**src/rtl/hsv2rgb_pkg.sv**
```systemverilog
`default_nettype none
// ----------------------------------------------------------------------------
// hsv2rgb_pkg
// Shared types and constants of the HSV to RGB converter.
// ----------------------------------------------------------------------------
package hsv2rgb_pkg;

	// Colour sector picked by the integer part of hue * 6
	typedef enum logic [2:0] {
		SEC_RED     = 3'd0,
		SEC_YELLOW  = 3'd1,
		SEC_GREEN   = 3'd2,
		SEC_CYAN    = 3'd3,
		SEC_BLUE    = 3'd4,
		SEC_MAGENTA = 3'd5
	} sector_t;

	// Division lanes: p, q and t each use the same divide-by-full-scale structure
	localparam int LANES  = 3;
	localparam int LANE_P = 0;
	localparam int LANE_Q = 1;
	localparam int LANE_T = 2;

endpackage
`default_nettype wire

```
**src/rtl/hsv2rgb_hsv_if.sv**
```systemverilog
`default_nettype none
// ----------------------------------------------------------------------------
// hsv2rgb_hsv_if
// Valid/ready channel carrying one HSV pixel with alpha.
// ----------------------------------------------------------------------------
interface hsv2rgb_hsv_if #(
	parameter int HUE_BITS       = 16,
	parameter int COMPONENT_BITS = 8
);
	logic                      valid;
	logic                      ready;
	logic [HUE_BITS-1:0]       hue;
	logic [COMPONENT_BITS-1:0] saturation;
	logic [COMPONENT_BITS-1:0] brightness;
	logic [COMPONENT_BITS-1:0] alpha_in;

	modport source (
		output valid, hue, saturation, brightness, alpha_in,
		input  ready
	);

	modport sink (
		input  valid, hue, saturation, brightness, alpha_in,
		output ready
	);
endinterface
`default_nettype wire

```
**src/rtl/hsv2rgb_rgb_if.sv**
```systemverilog
`default_nettype none
// ----------------------------------------------------------------------------
// hsv2rgb_rgb_if
// Valid/ready channel carrying one RGB pixel with alpha.
// ----------------------------------------------------------------------------
interface hsv2rgb_rgb_if #(
	parameter int COMPONENT_BITS = 8
);
	logic                      valid;
	logic                      ready;
	logic [COMPONENT_BITS-1:0] red;
	logic [COMPONENT_BITS-1:0] green;
	logic [COMPONENT_BITS-1:0] blue;
	logic [COMPONENT_BITS-1:0] alpha_out;

	modport source (
		output valid, red, green, blue, alpha_out,
		input  ready
	);

	modport sink (
		input  valid, red, green, blue, alpha_out,
		output ready
	);
endinterface
`default_nettype wire

```
**src/rtl/hsv_to_rgb_converter_unit.sv**
```systemverilog
// An accepted input passes stages 1 to 4 before its result shows on rgb.
// Throughput: one pixel per cycle if rgb is ready; four register stages, each
// stage advances on its own, so bubbles close up while the output is stalled.
// Reset: arst_n clears the stage valid bits at once; payload is not reset.
`default_nettype none
// ----------------------------------------------------------------------------
// hsv_to_rgb_converter_unit
// Fixed-point HSV to RGB conversion with alpha pass-through, fully pipelined.
// ----------------------------------------------------------------------------
module hsv_to_rgb_converter_unit #(
	parameter int COMPONENT_BITS = 8,
	parameter int HUE_BITS       = 16
) (
	input  wire          clk,
	input  wire          arst_n,
	hsv2rgb_hsv_if.sink  hsv,
	hsv2rgb_rgb_if.source rgb
);

	localparam int C    = COMPONENT_BITS;
	localparam int HB   = HUE_BITS;
	localparam int W2   = 2 * C;       // v * component product
	localparam int W_SF = C + HB;      // s * fraction product
	localparam int W_PR = 2 * C + HB;  // v * (den - s * fraction)

	// Full scale M = 2^C - 1 and the derived rounding constants
	localparam logic [C-1:0]    FULL       = '1;
	localparam logic [W_SF-1:0] DEN        = {FULL, {HB{1'b0}}};
	localparam logic [W_PR-1:0] HALF_Q     = W_PR'({FULL, {(HB - 1){1'b0}}});
	localparam logic [W2-1:0]   HALF_P     = W2'(FULL >> 1);
	localparam logic [W2-1:0]   FULL_W     = W2'(FULL);
	localparam logic [W2-1:0]   TWICE_FULL = W2'({FULL, 1'b0});

	// ------------------------------------------------------------------
	// Stage enables: a stage loads when it is empty or its content moves on
	// ------------------------------------------------------------------
	logic valid_s1, valid_s2, valid_s3, valid_s4;
	logic en_s1, en_s2, en_s3, en_s4;

	assign en_s4 = !valid_s4 || rgb.ready;
	assign en_s3 = !valid_s3 || en_s4;
	assign en_s2 = !valid_s2 || en_s3;
	assign en_s1 = !valid_s1 || en_s2;

	assign hsv.ready = en_s1;

	always_ff @(posedge clk or negedge arst_n) begin
		if (!arst_n) begin
			valid_s1 <= 1'b0;
			valid_s2 <= 1'b0;
			valid_s3 <= 1'b0;
			valid_s4 <= 1'b0;
		end else begin
			if (en_s1) valid_s1 <= hsv.valid;
			if (en_s2) valid_s2 <= valid_s1;
			if (en_s3) valid_s3 <= valid_s2;
			if (en_s4) valid_s4 <= valid_s3;
		end
	end

	// ------------------------------------------------------------------
	// Stage 1: hue * 6 split into sector and fraction; first products
	// ------------------------------------------------------------------
	logic [HB+2:0] scaled;
	logic [HB-1:0] frac;
	logic [HB:0]   frac_cmp;
	logic [W_SF:0] stf_wide;
	logic [W_SF-1:0] sff;
	logic [W2-1:0]   pnum;

	// hue * 6 as hue * 4 + hue * 2; the three top bits are the sector
	assign scaled   = ({3'b000, hsv.hue} << 2) + ({3'b000, hsv.hue} << 1);
	assign frac     = scaled[HB-1:0];
	// 1 - fraction, one turn of the fraction being 2^HB
	assign frac_cmp = {1'b1, {HB{1'b0}}} - {1'b0, frac};
	assign sff      = W_SF'(hsv.saturation) * W_SF'(frac);
	assign stf_wide = (W_SF + 1)'(hsv.saturation) * (W_SF + 1)'(frac_cmp);
	assign pnum     = W2'(hsv.brightness) * W2'(FULL - hsv.saturation);

	hsv2rgb_pkg::sector_t sector_s1;
	logic [C-1:0]    v_s1;
	logic [C-1:0]    a_s1;
	logic [W2-1:0]   pnum_s1;
	logic [W_SF-1:0] sff_s1;
	logic [W_SF-1:0] stf_s1;

	always_ff @(posedge clk) begin
		if (en_s1) begin
			sector_s1 <= hsv2rgb_pkg::sector_t'(scaled[HB+2:HB]);
			v_s1      <= hsv.brightness;
			a_s1      <= hsv.alpha_in;
			pnum_s1   <= pnum;
			sff_s1    <= sff;
			// s * (1 - ff) never exceeds M * 2^HB, so the top bit is zero
			stf_s1    <= stf_wide[W_SF-1:0];
		end
	end

	// ------------------------------------------------------------------
	// Stage 2: scale by v; round p's numerator
	// ------------------------------------------------------------------
	hsv2rgb_pkg::sector_t sector_s2;
	logic [C-1:0]    v_s2;
	logic [C-1:0]    a_s2;
	logic [W2-1:0]   py_s2;
	logic [W_PR-1:0] qprod_s2;
	logic [W_PR-1:0] tprod_s2;

	always_ff @(posedge clk) begin
		if (en_s2) begin
			sector_s2 <= sector_s1;
			v_s2      <= v_s1;
			a_s2      <= a_s1;
			py_s2     <= pnum_s1 + HALF_P;
			qprod_s2  <= W_PR'(v_s1) * W_PR'(DEN - sff_s1);
			tprod_s2  <= W_PR'(v_s1) * W_PR'(DEN - stf_s1);
		end
	end

	// ------------------------------------------------------------------
	// Stage 3: round q and t, drop the fraction scale (exact power of two),
	// then estimate the quotient by M as (y + y / 2^C) / 2^C. The estimate
	// falls short of the true quotient by at most one.
	// ------------------------------------------------------------------
	logic [W_PR-1:0] qsum, tsum;
	logic [W2-1:0]   y_nx  [hsv2rgb_pkg::LANES];
	logic [W2:0]     est_sum [hsv2rgb_pkg::LANES];
	logic [C-1:0]    est_nx [hsv2rgb_pkg::LANES];

	assign qsum = qprod_s2 + HALF_Q;
	assign tsum = tprod_s2 + HALF_Q;
	assign y_nx[hsv2rgb_pkg::LANE_P] = py_s2;
	// the rounded product over 2^HB stays below 2^W2
	assign y_nx[hsv2rgb_pkg::LANE_Q] = qsum[HB+W2-1:HB];
	assign y_nx[hsv2rgb_pkg::LANE_T] = tsum[HB+W2-1:HB];

	for (genvar i = 0; i < hsv2rgb_pkg::LANES; i++) begin : g_est
		assign est_sum[i] = (W2 + 1)'(y_nx[i]) + (W2 + 1)'(y_nx[i] >> C);
		// quotient never exceeds M, so C bits hold it
		assign est_nx[i]  = est_sum[i][W2-1:C];
	end

	hsv2rgb_pkg::sector_t sector_s3;
	logic [C-1:0]  v_s3;
	logic [C-1:0]  a_s3;
	logic [W2-1:0] y_s3   [hsv2rgb_pkg::LANES];
	logic [C-1:0]  est_s3 [hsv2rgb_pkg::LANES];

	always_ff @(posedge clk) begin
		if (en_s3) begin
			sector_s3 <= sector_s2;
			v_s3      <= v_s2;
			a_s3      <= a_s2;
			for (int i = 0; i < hsv2rgb_pkg::LANES; i++) begin
				y_s3[i]   <= y_nx[i];
				est_s3[i] <= est_nx[i];
			end
		end
	end

	// ------------------------------------------------------------------
	// Stage 4: correct the estimate with one remainder compare, route the
	// components by sector and hold them in the output register
	// ------------------------------------------------------------------
	logic [W2-1:0] rem  [hsv2rgb_pkg::LANES];
	logic [C-1:0]  quot [hsv2rgb_pkg::LANES];

	for (genvar i = 0; i < hsv2rgb_pkg::LANES; i++) begin : g_fix
		// y - est * M, with est * M = est * 2^C - est
		assign rem[i]  = y_s3[i] - {est_s3[i], {C{1'b0}}} + W2'(est_s3[i]);
		assign quot[i] = est_s3[i] + C'(rem[i] >= FULL_W);
	end

	logic [C-1:0] p_c, q_c, t_c;
	logic [C-1:0] red_nx, green_nx, blue_nx;

	assign p_c = quot[hsv2rgb_pkg::LANE_P];
	assign q_c = quot[hsv2rgb_pkg::LANE_Q];
	assign t_c = quot[hsv2rgb_pkg::LANE_T];

	// Zero saturation needs no special path: p, q and t all round to v.
	always_comb begin
		case (sector_s3)
			hsv2rgb_pkg::SEC_RED: begin
				red_nx = v_s3; green_nx = t_c; blue_nx = p_c;
			end
			hsv2rgb_pkg::SEC_YELLOW: begin
				red_nx = q_c; green_nx = v_s3; blue_nx = p_c;
			end
			hsv2rgb_pkg::SEC_GREEN: begin
				red_nx = p_c; green_nx = v_s3; blue_nx = t_c;
			end
			hsv2rgb_pkg::SEC_CYAN: begin
				red_nx = p_c; green_nx = q_c; blue_nx = v_s3;
			end
			hsv2rgb_pkg::SEC_BLUE: begin
				red_nx = t_c; green_nx = p_c; blue_nx = v_s3;
			end
			default: begin
				red_nx = v_s3; green_nx = p_c; blue_nx = q_c;
			end
		endcase
	end

	logic [C-1:0] red_s4, green_s4, blue_s4, a_s4;

	always_ff @(posedge clk) begin
		if (en_s4) begin
			red_s4   <= red_nx;
			green_s4 <= green_nx;
			blue_s4  <= blue_nx;
			a_s4     <= a_s3;
		end
	end

	assign rgb.valid     = valid_s4;
	assign rgb.red       = red_s4;
	assign rgb.green     = green_s4;
	assign rgb.blue      = blue_s4;
	assign rgb.alpha_out = a_s4;

	// ------------------------------------------------------------------
	// Assertions
	// ------------------------------------------------------------------
	// The quotient estimate is never more than one short
	a_rem_range: assert property (@(posedge clk) disable iff (!arst_n)
		valid_s3 |-> (rem[hsv2rgb_pkg::LANE_P] < TWICE_FULL) &&
			(rem[hsv2rgb_pkg::LANE_Q] < TWICE_FULL) &&
			(rem[hsv2rgb_pkg::LANE_T] < TWICE_FULL))
		else $error("quotient estimate off by more than one");

	// No component ever exceeds the brightness
	a_below_v: assert property (@(posedge clk) disable iff (!arst_n)
		valid_s3 |-> (p_c <= v_s3) && (q_c <= v_s3) && (t_c <= v_s3))
		else $error("component above brightness");

	// An accepted transaction occupies stage 1 in the next cycle
	a_enter: assert property (@(posedge clk) disable iff (!arst_n)
		hsv.valid && hsv.ready |=> valid_s1)
		else $error("accepted pixel lost at stage 1");

	// A stage 3 item that advances reaches the output register
	a_reach_out: assert property (@(posedge clk) disable iff (!arst_n)
		valid_s3 && en_s4 |=> valid_s4)
		else $error("pixel lost between stage 3 and output");

	// A held result is not overwritten while the sink stalls
	a_hold_out: assert property (@(posedge clk) disable iff (!arst_n)
		valid_s4 && !rgb.ready |=> valid_s4 && $stable(red_s4) && $stable(a_s4))
		else $error("stalled result changed");

endmodule
`default_nettype wire
```
**src/flat_wrapper.sv**
```systemverilog
// flat-port wrapper written by rule: the top's interface ports become plain ports
module hsv_to_rgb_converter_unit_flat 
#(
	parameter int COMPONENT_BITS = 8,
	parameter int HUE_BITS       = 16
)
  (clk, arst_n, hsv_valid, hsv_hue, hsv_saturation, hsv_brightness, hsv_alpha_in, hsv_ready, rgb_valid, rgb_red, rgb_green, rgb_blue, rgb_alpha_out, rgb_ready);
  hsv2rgb_hsv_if #(.HUE_BITS(HUE_BITS), .COMPONENT_BITS(COMPONENT_BITS)) hsv_i ();
  hsv2rgb_rgb_if #(.COMPONENT_BITS(COMPONENT_BITS)) rgb_i ();
  input  wire clk;
  input  wire arst_n;
  input wire logic [$bits(hsv_i.valid)-1:0] hsv_valid;
  input wire logic [$bits(hsv_i.hue)-1:0] hsv_hue;
  input wire logic [$bits(hsv_i.saturation)-1:0] hsv_saturation;
  input wire logic [$bits(hsv_i.brightness)-1:0] hsv_brightness;
  input wire logic [$bits(hsv_i.alpha_in)-1:0] hsv_alpha_in;
  output wire logic [$bits(hsv_i.ready)-1:0] hsv_ready;
  output wire logic [$bits(rgb_i.valid)-1:0] rgb_valid;
  output wire logic [$bits(rgb_i.red)-1:0] rgb_red;
  output wire logic [$bits(rgb_i.green)-1:0] rgb_green;
  output wire logic [$bits(rgb_i.blue)-1:0] rgb_blue;
  output wire logic [$bits(rgb_i.alpha_out)-1:0] rgb_alpha_out;
  input wire logic [$bits(rgb_i.ready)-1:0] rgb_ready;
  assign hsv_i.valid = hsv_valid;
  assign hsv_i.hue = hsv_hue;
  assign hsv_i.saturation = hsv_saturation;
  assign hsv_i.brightness = hsv_brightness;
  assign hsv_i.alpha_in = hsv_alpha_in;
  assign hsv_ready = hsv_i.ready;
  assign rgb_valid = rgb_i.valid;
  assign rgb_red = rgb_i.red;
  assign rgb_green = rgb_i.green;
  assign rgb_blue = rgb_i.blue;
  assign rgb_alpha_out = rgb_i.alpha_out;
  assign rgb_i.ready = rgb_ready;
  hsv_to_rgb_converter_unit #(.COMPONENT_BITS(COMPONENT_BITS), .HUE_BITS(HUE_BITS)) u_core (.clk(clk), .arst_n(arst_n), .hsv(hsv_i), .rgb(rgb_i));
endmodule
```
**config.mk**
```make
export PLATFORM = sky130hd
export DESIGN_NAME = hsv_to_rgb_converter_unit_flat
export DESIGN_NICKNAME = d
export VERILOG_FILES = /design/src/rtl/hsv2rgb_pkg.sv /design/src/rtl/hsv2rgb_hsv_if.sv /design/src/rtl/hsv2rgb_rgb_if.sv /design/src/rtl/hsv_to_rgb_converter_unit.sv /design/src/flat_wrapper.sv
export SDC_FILE = /design/constraint.sdc
export NUM_CORES = 2
export LEC_CHECK = 0
export ABC_AREA = 1
export BUFFER_PORTS_ARGS = -buffer_cell sky130_fd_sc_hd__buf_2
export CAP_MARGIN = 20
export CORE_AREA = 4 4 279 281
export CTS_CLUSTER_DIAMETER = 80
export DETAILED_ROUTE_END_ITERATION = 16
export DIE_AREA = 0 0 283 285
export PLACE_DENSITY = 0.65
export SYNTH_ARGS = -nofsm -noshare
export SYNTH_HDL_FRONTEND = slang
export SYNTH_SLANG_ARGS = --single-unit
```
**constraint.sdc**
```tcl
create_clock -name clk -period 10.1 [get_ports clk]
set_input_delay 1.515 -clock clk [delete_from_list [all_inputs] [get_ports clk]]
set_output_delay 1.515 -clock clk [all_outputs]
set_load 0.01 [all_outputs]
```
==> metrics.md <==
| Metric | Value |
|---|---|
| Outcome | `finished clean` |
| First DRT Iteration DRCs | `1602` |
| FMAX | `0.1305 GHz` |
| CTS sink cnt | `276` |
| Fraction of registers with async set/reset | `1.449%` |
| Syn Area/Cell | `8.408 um2` |
| Largest net degree at the start of global routing | `88` |
| EDFF count, synth | `272` |
| Root buf cell | `clkbuf_16` |
| Commonest cells in the netlist | `inv_1, nand2_1, nor2_1` |
| Max cap viols | `0` |
| Antenna cell count | `0` |
| Hold endpoint | `u_core.v_s3[0]` |
| YS warnings | `0` |
| Area leader, netlist | `fa_1` |
| Drt pass-1 iters | `8` |
| Mapped Cells | `4445` |
| Proportion of layout cells with a drive suffix above 1 | `5.436%` |
| Worst r2r path cells | `28` |
| Vias in the first global route | `29.99k` |
| Top_reg_cell synth | `edfxtp_1` |
| Post_cts resized | `0` |
| Crit-path max FO | `12` |
| Distinct cells, synth | `60` |
| Gpl congestion | `0.9016` |
| First-pass GRT wire length | `149.5 mm` |
| Routed length per instance | `16.15 um` |
| Clock Skews | `0.02418 ns` |
| Area Growth Syn to Fin | `7.118%` |
| Post-Syn Area | `37370 um2` |
| Final setup violation count | `0` |
| Total setup buffers inserted after CTS | `0` |
| Initial antenna violation count | `0` |
| Hold Buf Count CTS | `0` |
| Gr usage total | `22.62%` |
| Initial core utilization | `49.54%` |
| DP HPWL | `72.93 mm` |
| Yosys top cell area share | `26.25%` |
| RSZ-0062 raised after global routing | `false` |
| CP max stage cell | `fa_1` |
| Setup_tns | `0 ns` |
| Remaining DRCs | `0` |
| Post-route ant nets | `0` |
| Syn Nets | `5309` |
| Core area | `75440 um2` |
| I/O pin cnt | `78` |
| Aggregate global routing overflow | `0` |
| Crit path required time | `10.40 ns` |
| Count leader, synth | `inv_1` |
| Die Ht | `285 um` |
| Slew Viols, Final | `0` |
| Reg2reg end | `u_core.qprod_s2[29]` |
| CTS tree | `yes` |
| Kind of critical path | `primary input to register` |
| CP Data Arrival Time | `7.96 ns` |
| Synth Register Bits | `276` |
| # H-tree levels | `2` |
| Synth area leaders | `fa_1, edfxtp_1, ha_1` |
| Reg2reg start | `u_core.stf_s1[1]` |
| Vias per Instance | `5.218` |
| Clock-pin slew on the worst setup and hold paths | `0.06 ns` |
| Die ar. | `80660 um2` |
| Width of the chip | `283 um` |
| Routed WL | `88.88 mm` |
| Reg2reg setup slack | `2.90 ns` |
| Hold Path Origin | `u_core.v_s2[0]` |
| Vias | `28.71k` |
| Num rows | `101` |
| Max stage delay on crit path | `0.72 ns` |
| Slew Limit Headroom | `26.39%` |
| Crit. End Element | `register` |
| Port-buffer cells | `77` |
| Setup crit start kind | `primary input` |
| Num CTS Buffers | `36` |
| Final min period | `7.661 ns` |
| Final nets | `5362` |
| Worst Hold Class | `register to register` |
| Register area share after synthesis | `22.12%` |
| Tcrit/Tclk final | `75.86%` |
| Final Hold Fails | `0` |
| Worst hold path depth | `0` |
| Clk_lat worst skew | `0.55 ns` |
| Clock Tree Buf Depth | `3` |
| Worst-margin pin slew | `1.103 ns` |
-- per-stage QoR --
step	instances	hold WS, ns	worst slack (ns)	utilization (%)	cell area, um2
floorplan	4445	0.4003	2.407	-	37370
global placement	5437	0.4010	2.101	51.45	38810
detailed placement	5437	0.4045	1.958	51.45	38810
CTS	5502	0.3982	2.515	53.04	40010
global route	5503	0.4134	2.026	53.06	40030
finish	5503	0.4033	2.439	53.06	40030
-- cell usage in the layout (no fill, tap or decap), types with 7 or more instances in the layout --
master	netlist	layout
or2_2	10	10
nand3_1	135	135
nor4_1	13	13
clkinv_1	5	8
fa_1	490	490
inv_2	16	17
nor2_1	502	502
ha_1	330	330
o22ai_1	11	11
o21bai_1	9	9
nand4_1	55	55
a21o_1	15	15
xnor2_1	59	59
o2111ai_1	13	13
nand3b_1	7	7
nand2_2	18	18
nor2_2	10	10
inv_1	924	922
nor3_1	34	34
o21a_1	7	7
edfxtp_1	272	272
a211oi_1	8	8
nand2_1	911	910
o211ai_1	10	10
o21ai_0	106	106
buf_2	7	77
buf_4	1	19
clkbuf_16	0	36
clkbuf_1	65	9
a31oi_1	24	24
xor2_1	127	127
a21oi_1	164	164
-- cell type report --
cell class              count  area, um2
fillers                  7046      35410
flip-flops and latches    276       8268
multi-input cells        3142      25240
inverters                 945       3548
well taps                 978       1224
clock buffers              46      948.4
clock inverters            19      251.5
repair buffers             97      548.0
-- cell families after synthesis --
family | share of synthesized area [%]
buffers and inverters | 10.35
adders and majority gates | 37.30
AOI/OAI and AO/OA | 6.050
xor gates and xnor gates | 4.841
and+or+nand+nor | 19.34
DFF | 22.12
-- routing by layer --
metal,up-vias,wire length [um],track usage [%]
met5,-,0,0
met4,0,3600,8.386
met3,190,4904,3.325
met2,738,42410,39.39
met1,13820,37960,28.72
li1,13960,-,-
-- registers in the layout, indices dropped and copies added, names as in the netlist, 16 cells and up --
name             flops
u_core.y_s3         48
u_core.est_s3       24
u_core.stf_s1       23
u_core.sff_s1       22
u_core.qprod_s2     17
u_core.tprod_s2     17
u_core.pnum_s1      16
u_core.py_s2        16
-- worst max-delay path by stage --
stage / startpoint / end / slack [ns]
after detailed placement: hsv_hue[0] / u_core.stf_s1[23] / 1.96
after floorplan: rgb_ready / hsv_ready / 2.41
after CTS: hsv_hue[0] / u_core.stf_s1[23] / 2.52
final: hsv_hue[0] / u_core.stf_s1[23] / 2.44
after global placement: hsv_hue[0] / u_core.stf_s1[23] / 2.10
after global routing: hsv_hue[0] / u_core.stf_s1[23] / 2.03
-- worst max-delay path, delay by kind of cell --
family / cells / cell delay, ns
compound gates: 3 / 0.54
xor+xnor: 1 / 0.20
fa+ha+maj: 7 / 3.26
buf+inv: 6 / 0.60
simple gates: 15 / 1.82
Power is left out: the tool's default activity adds up to more than one toggle a clock period on the data nets, which glitch-free logic cannot reach.
